## config.mk

```make
export PLATFORM = sky130hd
export DESIGN_NAME = motor_pwm_command_channel
export DESIGN_NICKNAME = d
export VERILOG_FILES = /design/src/hdl/mpc_pkg.sv /design/src/hdl/motor_pwm_command_channel.sv /design/src/hdl/mpc_div100.sv
export SDC_FILE = /design/constraint.sdc
export NUM_CORES = 1
export LEC_CHECK = 0
export ABC_AREA = 0
export BUFFER_PORTS_ARGS = -buffer_cell sky130_fd_sc_hd__buf_2
export CORE_AREA = 10 10 225 249
export CTS_CLUSTER_DIAMETER = 40
export DETAILED_ROUTE_END_ITERATION = 7
export DIE_AREA = 0 0 235 259
export HOLD_SLACK_MARGIN = 0.06
export PLACE_DENSITY = 0.69
export SETUP_SLACK_MARGIN = 0.02
export SYNTH_ARGS = -nofsm -noshare
export SYNTH_HDL_FRONTEND = slang
export SYNTH_HIERARCHICAL = 1
export SYNTH_SLANG_ARGS = --single-unit
```

## constraint.sdc

```tcl
create_clock -name clk -period 10.1 [get_ports clk]
set_input_delay 0.505 -clock clk [delete_from_list [all_inputs] [get_ports clk]]
set_output_delay 0.505 -clock clk [all_outputs]
set_load 0.01 [all_outputs]
```

## src/hdl/mpc_pkg.sv

```systemverilog
// shared types and constants for the motor pwm command channel
// no dependencies; imported by mpc_div100 and motor_pwm_command_channel
package mpc_pkg;

  localparam int unsigned CHANNELS_DEF      = 5;
  localparam int unsigned FRACTION_BITS_DEF = 10;

  localparam int unsigned CH_W   = 3;   // channel field width
  localparam int unsigned CMD_W  = 18;  // signed command width
  localparam int unsigned MAG_W  = 17;  // stored magnitude width
  localparam int unsigned CMP_W  = 16;  // compare register width
  localparam int unsigned DB_W   = 10;  // deadband width
  localparam int unsigned PCT_W  = 7;   // integer percent width
  localparam int unsigned PRD_W  = PCT_W + CMP_W;  // off percent times period

  localparam int unsigned LOW_PCT  = 5;
  localparam int unsigned HIGH_PCT = 95;
  localparam int unsigned FULL_PCT = 100;

  // floor(2^23 / 100): quotient comes out exact or one low
  localparam int unsigned RECIP_SHIFT = 23;
  localparam int unsigned RECIP_W     = 17;
  localparam logic [RECIP_W-1:0] RECIP = RECIP_W'(83886);

  localparam logic [CMP_W-1:0] PERIOD_RST     = CMP_W'(16000);
  localparam logic [CMP_W-1:0] LOW_CLAMP_RST  = CMP_W'(47);
  localparam logic [CMP_W-1:0] HIGH_CLAMP_RST = CMP_W'(2);
  localparam logic [DB_W-1:0]  DEADBAND_RST   = DB_W'(10);

  typedef enum logic [1:0] {
    REG_PERIOD,
    REG_LOW_CLAMP,
    REG_HIGH_CLAMP,
    REG_DEADBAND
  } cfg_reg_t;

  typedef enum logic [1:0] {
    SEL_PERIOD,
    SEL_LOW,
    SEL_HIGH,
    SEL_MID
  } duty_sel_t;

  typedef struct packed {
    logic             en;
    logic [MAG_W-1:0] mag;
  } chan_state_t;

endpackage

```

## src/hdl/motor_pwm_command_channel.sv

```systemverilog
// motor pwm command channel top level: per-channel state ram, duty pipeline
// depends on mpc_pkg and mpc_div100
//
//   port group  handshake            contents
//   in_         in_valid/in_ready    channel, enable request, signed command
//   out_        out_valid/out_ready  channel, write strobe, compare a/b, driver enable
//   cfg_        cfg_we               register index and write data
//
// one word per cycle in, one word per cycle out while out_ready holds; a word
// passes the state ram read at acceptance, then modify/write, reciprocal
// multiply and correction before out_valid. a same-channel word right behind
// another is forwarded past the ram.
// reset clears per-channel valid bits at once, so no clearing pass is needed.
// stalls on out_ready back up stage by stage; empty stages still take words.
module motor_pwm_command_channel #(
  parameter int unsigned CHANNELS      = mpc_pkg::CHANNELS_DEF,
  parameter int unsigned FRACTION_BITS = mpc_pkg::FRACTION_BITS_DEF
) (
  input  logic                               clk,
  input  logic                               rst_n,
  input  logic                               in_valid,
  output logic                               in_ready,
  input  logic [mpc_pkg::CH_W-1:0]           in_channel,
  input  logic                               in_enable_request,
  input  logic signed [mpc_pkg::CMD_W-1:0]   in_command,
  output logic                               out_valid,
  input  logic                               out_ready,
  output logic [mpc_pkg::CH_W-1:0]           out_channel,
  output logic                               out_write_strobe,
  output logic [mpc_pkg::CMP_W-1:0]          out_compare_a_value,
  output logic [mpc_pkg::CMP_W-1:0]          out_compare_b_value,
  output logic                               out_driver_enable,
  input  logic                               cfg_we,
  input  logic [1:0]                         cfg_index,
  input  logic [mpc_pkg::CMP_W-1:0]          cfg_wdata
);
  import mpc_pkg::*;

  localparam int unsigned AW       = (CHANNELS > 1) ? $clog2(CHANNELS) : 1;
  localparam int unsigned LOW_MAG  = LOW_PCT << FRACTION_BITS;
  localparam int unsigned HIGH_MAG = HIGH_PCT << FRACTION_BITS;

  // configuration registers
  logic [CMP_W-1:0] period_r, low_cmp_r, high_cmp_r;
  logic [DB_W-1:0]  deadband_r;

  always_ff @(posedge clk) begin
    if (!rst_n) begin
      period_r   <= PERIOD_RST;
      low_cmp_r  <= LOW_CLAMP_RST;
      high_cmp_r <= HIGH_CLAMP_RST;
      deadband_r <= DEADBAND_RST;
    end else if (cfg_we) begin
      unique case (cfg_reg_t'(cfg_index))
        REG_PERIOD:     period_r   <= cfg_wdata;
        REG_LOW_CLAMP:  low_cmp_r  <= cfg_wdata;
        REG_HIGH_CLAMP: high_cmp_r <= cfg_wdata;
        REG_DEADBAND:   deadband_r <= cfg_wdata[DB_W-1:0];
        default: ;
      endcase
    end
  end

  // stage advance chain
  logic out_valid_r, s1_vld_r, s2_vld_r, s3_vld_r;
  logic out_adv, s3_adv, s2_adv, s1_adv;

  assign out_adv  = !out_valid_r || out_ready;
  assign s3_adv   = !s3_vld_r || out_adv;
  assign s2_adv   = !s2_vld_r || s3_adv;
  assign s1_adv   = !s1_vld_r || s2_adv;
  assign in_ready = s1_adv;

  logic          in_ok;
  logic [AW-1:0] in_addr;

  assign in_ok   = (32'(in_channel) < CHANNELS);
  assign in_addr = AW'(in_channel);

  // state ram with per-entry valid bits
  chan_state_t           mem [CHANNELS];
  logic [CHANNELS-1:0]   ent_vld_r;
  chan_state_t           rd_r, fwd_r, wr_state;
  logic                  rd_vld_r, fwd_hit_r, mem_wr;

  // stage 1 registers
  logic                  s1_ok_r, s1_en_r;
  logic [CH_W-1:0]       s1_ch_r;
  logic [AW-1:0]         s1_addr_r;
  logic signed [CMD_W-1:0] s1_cmd_r;

  assign mem_wr = s1_vld_r && s1_ok_r && s2_adv;

  always_ff @(posedge clk) begin
    if (mem_wr) begin
      mem[s1_addr_r] <= wr_state;
    end
    if (s1_adv && in_valid && in_ok) begin
      rd_r <= mem[in_addr];
    end
  end

  always_ff @(posedge clk) begin
    if (!rst_n) begin
      ent_vld_r <= '0;
    end else if (mem_wr) begin
      ent_vld_r[s1_addr_r] <= 1'b1;
    end
  end

  always_ff @(posedge clk) begin
    if (!rst_n) begin
      s1_vld_r <= 1'b0;
    end else if (s1_adv) begin
      s1_vld_r <= in_valid;
    end
  end

  always_ff @(posedge clk) begin
    if (s1_adv) begin
      s1_ok_r   <= in_ok;
      s1_en_r   <= in_enable_request;
      s1_ch_r   <= in_channel;
      s1_addr_r <= in_addr;
      s1_cmd_r  <= in_command;
      // the word leaving stage 1 writes the entry this word just read
      fwd_hit_r <= mem_wr && (s1_addr_r == in_addr);
      fwd_r     <= wr_state;
      if (in_valid && in_ok) begin
        rd_vld_r <= ent_vld_r[in_addr];
      end
    end
  end

  // stage 1 read-modify-write
  chan_state_t      cur;
  logic [CMD_W-1:0] neg_cmd;
  logic [MAG_W-1:0] mag, diff;
  logic [PCT_W-1:0] off_pct;
  logic             drive, s1_strobe, s1_drv;
  duty_sel_t        s1_sel;
  logic [PRD_W-1:0] s1_x;

  always_comb begin
    cur = fwd_hit_r ? fwd_r : (rd_vld_r ? rd_r : '0);
    neg_cmd = ~s1_cmd_r + 1'b1;
    if (s1_cmd_r[CMD_W-1]) begin
      // most negative command saturates
      mag = (s1_cmd_r[CMD_W-2:0] == '0) ? '1 : neg_cmd[MAG_W-1:0];
    end else begin
      mag = s1_cmd_r[MAG_W-1:0];
    end
    diff  = (mag >= cur.mag) ? mag - cur.mag : cur.mag - mag;
    drive = s1_en_r && cur.en;
    wr_state.en  = s1_en_r;
    wr_state.mag = drive ? mag : '0;
    s1_drv    = s1_ok_r && (s1_en_r || cur.en);
    if (!s1_ok_r) begin
      s1_strobe = 1'b0;
    end else if (drive) begin
      s1_strobe = diff > MAG_W'(deadband_r);
    end else begin
      s1_strobe = 1'b1;
    end
    if (!drive) begin
      s1_sel = SEL_PERIOD;
    end else if (32'(mag) <= LOW_MAG) begin
      s1_sel = SEL_LOW;
    end else if (32'(mag) >= HIGH_MAG) begin
      s1_sel = SEL_HIGH;
    end else begin
      s1_sel = SEL_MID;
    end
    off_pct = PCT_W'(FULL_PCT) - PCT_W'(mag >> FRACTION_BITS);
    s1_x    = PRD_W'(off_pct) * PRD_W'(period_r);
  end

  // stage 2 registers
  logic             s2_strobe_r, s2_drv_r;
  logic [CH_W-1:0]  s2_ch_r;
  duty_sel_t        s2_sel_r;
  logic [PRD_W-1:0] s2_x_r;

  always_ff @(posedge clk) begin
    if (!rst_n) begin
      s2_vld_r <= 1'b0;
    end else if (s2_adv) begin
      s2_vld_r <= s1_vld_r;
    end
  end

  always_ff @(posedge clk) begin
    if (s2_adv) begin
      s2_strobe_r <= s1_strobe;
      s2_drv_r    <= s1_drv;
      s2_ch_r     <= s1_ch_r;
      s2_sel_r    <= s1_sel;
      s2_x_r      <= s1_x;
    end
  end

  // stage 3: divide by 100 runs alongside
  logic             s3_strobe_r, s3_drv_r;
  logic [CH_W-1:0]  s3_ch_r;
  duty_sel_t        s3_sel_r;
  logic [CMP_W-1:0] duty_q;

  mpc_div100 u_div (
    .clk (clk),
    .en  (s3_adv),
    .x_i (s2_x_r),
    .q_o (duty_q)
  );

  always_ff @(posedge clk) begin
    if (!rst_n) begin
      s3_vld_r <= 1'b0;
    end else if (s3_adv) begin
      s3_vld_r <= s2_vld_r;
    end
  end

  always_ff @(posedge clk) begin
    if (s3_adv) begin
      s3_strobe_r <= s2_strobe_r;
      s3_drv_r    <= s2_drv_r;
      s3_ch_r     <= s2_ch_r;
      s3_sel_r    <= s2_sel_r;
    end
  end

  // output register
  logic             out_strobe_r, out_drv_r;
  logic [CH_W-1:0]  out_ch_r;
  logic [CMP_W-1:0] out_ca_r, out_cb_r;
  logic [CMP_W-1:0] cb_nxt;

  always_comb begin
    cb_nxt = '0;
    if (s3_strobe_r) begin
      case (s3_sel_r)
        SEL_PERIOD: cb_nxt = period_r;
        SEL_LOW:    cb_nxt = low_cmp_r;
        SEL_HIGH:   cb_nxt = high_cmp_r;
        default:    cb_nxt = duty_q;
      endcase
    end
  end

  always_ff @(posedge clk) begin
    if (!rst_n) begin
      out_valid_r <= 1'b0;
    end else if (out_adv) begin
      out_valid_r <= s3_vld_r;
    end
  end

  always_ff @(posedge clk) begin
    if (out_adv) begin
      out_strobe_r <= s3_strobe_r;
      out_drv_r    <= s3_drv_r;
      out_ch_r     <= s3_ch_r;
      out_ca_r     <= s3_strobe_r ? period_r : '0;
      out_cb_r     <= cb_nxt;
    end
  end

  assign out_valid           = out_valid_r;
  assign out_channel         = out_ch_r;
  assign out_write_strobe    = out_strobe_r;
  assign out_compare_a_value = out_ca_r;
  assign out_compare_b_value = out_cb_r;
  assign out_driver_enable   = out_drv_r;

endmodule

```

## src/hdl/mpc_div100.sv

```systemverilog
// divide by 100 of the off-time product, by registered reciprocal multiply
// and one remainder correction; depends on mpc_pkg
module mpc_div100 (
  input  logic                        clk,
  input  logic                        en,
  input  logic [mpc_pkg::PRD_W-1:0]   x_i,
  output logic [mpc_pkg::CMP_W-1:0]   q_o
);
  import mpc_pkg::*;

  logic [PRD_W+RECIP_W-1:0] prod_r;
  logic [PRD_W-1:0]         x_r;
  logic [CMP_W-1:0]         q_est;
  logic [PRD_W-1:0]         rem;

  always_ff @(posedge clk) begin
    if (en) begin
      prod_r <= (PRD_W+RECIP_W)'(x_i) * (PRD_W+RECIP_W)'(RECIP);
      x_r    <= x_i;
    end
  end

  always_comb begin
    q_est = prod_r[RECIP_SHIFT+CMP_W-1:RECIP_SHIFT];
    rem   = x_r - PRD_W'(q_est) * PRD_W'(FULL_PCT);
    // estimate is at most one low
    q_o   = (rem >= PRD_W'(FULL_PCT)) ? q_est + 1'b1 : q_est;
  end

endmodule

```

==> summary.txt <==
Die
  – Number of primary I/O pins: 84
  – Initial Utilization: 54.44%
  – Die Height: 259 um
  – Site row count: 87
  – Core ar.: 50840 um2
  – Die area: 60870 um2
  – Die Span X: 235 um

Global route
  – Total congestion overflow: 0
  – Antenna violations before repair: 6
  – All-Layer GR Usage: 21.96%
  – Vias in the first global route: 19590
  – Largest net degree at the start of global routing: 68
  – First-pass GRT wire length: 106600 um

Clock network
  – CTS H-tree lvls: 2
  – Worst-case clock buffer depth: 3
  – Clock slew at reported path FFs: 50 ps
  – Postcts setup bufs: 0
  – Clk sinks: 329
  – CTS Buf Count: 51
  – Clk_lat worst skew: 610 ps
  – TritonCTS clock tree: yes
  – CTS root buf: clkbuf_16

Synth
  – Gate Count Post-Synth: 2508
  – Area share of the largest cell type after synthesis: 28.43%
  – EDFF count, synth: 262
  – Post-Synthesis Mean Instance Area: 11.04 um2
  – Async SR Flop Fraction: 0%
  – Synth Register Bits: 329
  – Synth area leader: edfxtp_1
  – YS warnings: 6
  – Top cells by area, synth: edfxtp_1, fa_1, ha_1, inv_1, dfxtp_1
  – Syn_nets: 3128
  – Synth Flop Type: edfxtp_1
  – Sequential cell area fraction in the yosys report: 33.27%
  – Yosys cell types: 88
  – Synthesized area: 27680 um2

Critical path
  – CP max FO: 21
  – CP endpoint kind: flip-flop
  – CP dominant cell by count: fa_1
  – Crit-path slowest cell: o31ai_2
  – Kind of critical path: flip-flop to flip-flop
  – WP buf/inv: 5
  – CP delay by family, top: adder cells
  – Worst EP required: 10450 ps
  – Startpoint Class: flip-flop
  – Critical path arrival: 8670 ps
  – Largest stage delay, worst path: 560 ps

STA
  – Slew HR: 18.20%
  – RSZ-0062 raised after global routing: no
  – Part of the cycle the worst path needs: 82.37%
  – Hold slack: 110.4 ps
  – Max-slew violation count: 0
  – Final setup viols: 0
  – Fmax: 120.2 MHz
  – Clock skew: 51.65 ps
  – Worst-Margin Slew: 1227 ps
  – Setup TNS: 0 ps
  – Post-layout min period: 8320 ps
  – Setup slack after layout: 1780 ps
  – Hold Vio Cnt, Final: 0

Cells and area
  – Seq. cell area: 9209 um2
  – Share of layout cells above drive strength 1: 11.01%
  – Multi-input logic area: 16790 um2
  – Synth-to-layout area growth: 10.46%
  – Most used cells in the layout excluding fill and tap cells: inv_1, ha_1, edfxtp_1
  – Number of fill cells: 4098
  – Nets: 3210
  – Commonest non-fill, non-tap cell in the layout: inv_1

Detailed routing
  – Drt total wl: 67080 um
  – Drt pass-1 iters: 7
  – DR DRC count: 0
  – Drt initial violations: 971
  – Antenna Nets Post-Route: 0
  – Avg WL per Cell: 20.32 um
  – Drt via density: 5.668
  – Routed via count: 18720

Run status
  – Status: completed

Place
  – DP HPWL: 52030 um
  – Port bufs: 83
  – Setup WS pre-CTS: 1823 ps
  – GPL Wtd Cong: 0.8960

Hold path
  – Hold crit path type: input port to flip-flop

Run
  – # Max-Cap Violations: 0
==> routing by layer <==
layer	share of wire (%)	GRT usage, %	vias up
met2	52	40.19	469
met5	0.066	0	-
met1	40	25.25	9258
li1	-	-	8849
met4	4.0	8.571	6
met3	4.2	3.556	133
==> Yosys cell counts (all sizes together) (14+ instances only) <==
library cell / instances
a211oi: 17
a21boi: 46
a21o: 28
a21oi: 89
a22oi: 15
a31oi: 14
and2: 94
and3: 21
buf: 27
clkbuf: 47
dfxtp: 67
edfxtp: 262
fa: 237
ha: 338
inv: 367
mux2: 21
mux4: 35
nand2: 203
nand2b: 21
nand3: 37
nand4: 23
nor2: 83
nor2b: 40
nor3: 15
o21a: 19
o21ai: 86
xnor2: 75
xor2: 28
==> registers in the layout, summed over array words and instances (netlist names), 5 cells and up <==
| signal | count |
|---|---|
| rd_r | 18 |
| mem | 90 |
| low_cmp_r | 16 |
| ent_vld_r | 5 |
| out_compare_a_value | 16 |
| out_compare_b_value | 16 |
| deadband_r | 10 |
| fwd_r | 18 |
| u_div/x_r | 21 |
| u_div/prod_r | 16 |
| high_cmp_r | 16 |
| s1_cmd_r | 18 |
| s2_x_r | 23 |
| period_r | 16 |
==> repair_timing <==
item | 4_1_cts | 5_1_grt
hold buffers | 1 | 0
endpoints found under the hold margin | 1 | 0
endpoints found under the setup margin | 0 | 0
gates resized for setup | 0 | 0
==> final timing paths <==
kind	cells after the start	slack [ps]	start	endpoint
min reg2reg	0	420	s2_ch_r[0]	s3_ch_r[0]
max	30	1780	s1_cmd_r[1]	s2_x_r[22]
max reg2reg	30	1780	s1_cmd_r[1]	s2_x_r[22]
min	1	110	in_command[11]	s1_cmd_r[11]
==> logic make-up after synthesis <==
| kind of cell | share of synthesized area [%] |
|---|---|
| buffers and inverters | 6.216 |
| DFF | 33.27 |
| adders and majority gates | 32.42 |
| muxes | 4.028 |
| xor gates and xnor gates | 3.341 |
| and+or+nand+nor | 10.76 |
| AOI/OAI and AO/OA | 9.959 |
==> area by class of cell <==
type,count,share of cell area [%]
Antenna cell,2,0.01637
Tap cell,667,2.730
Clock buffer,58,4.502
Clock inverter,38,1.338
Inverter,367,4.506
Timing Repair Buffer,103,1.858
Sequential cell,329,30.12
Multi-Input combinational cell,1738,54.93
==> per-stage QoR <==
stage               cells  instance area, um2  utilization (%)
floorplan            2508               27680                -
global placement     3203               28770            56.60
detailed placement   3203               28770            56.60
CTS                  3300               30570            60.13
global route         3301               30570            60.13
finish               3302               30570            60.14
Power is left out: the tool's default activity adds up to more than one toggle a clock period on the data nets, which glitch-free logic cannot reach.
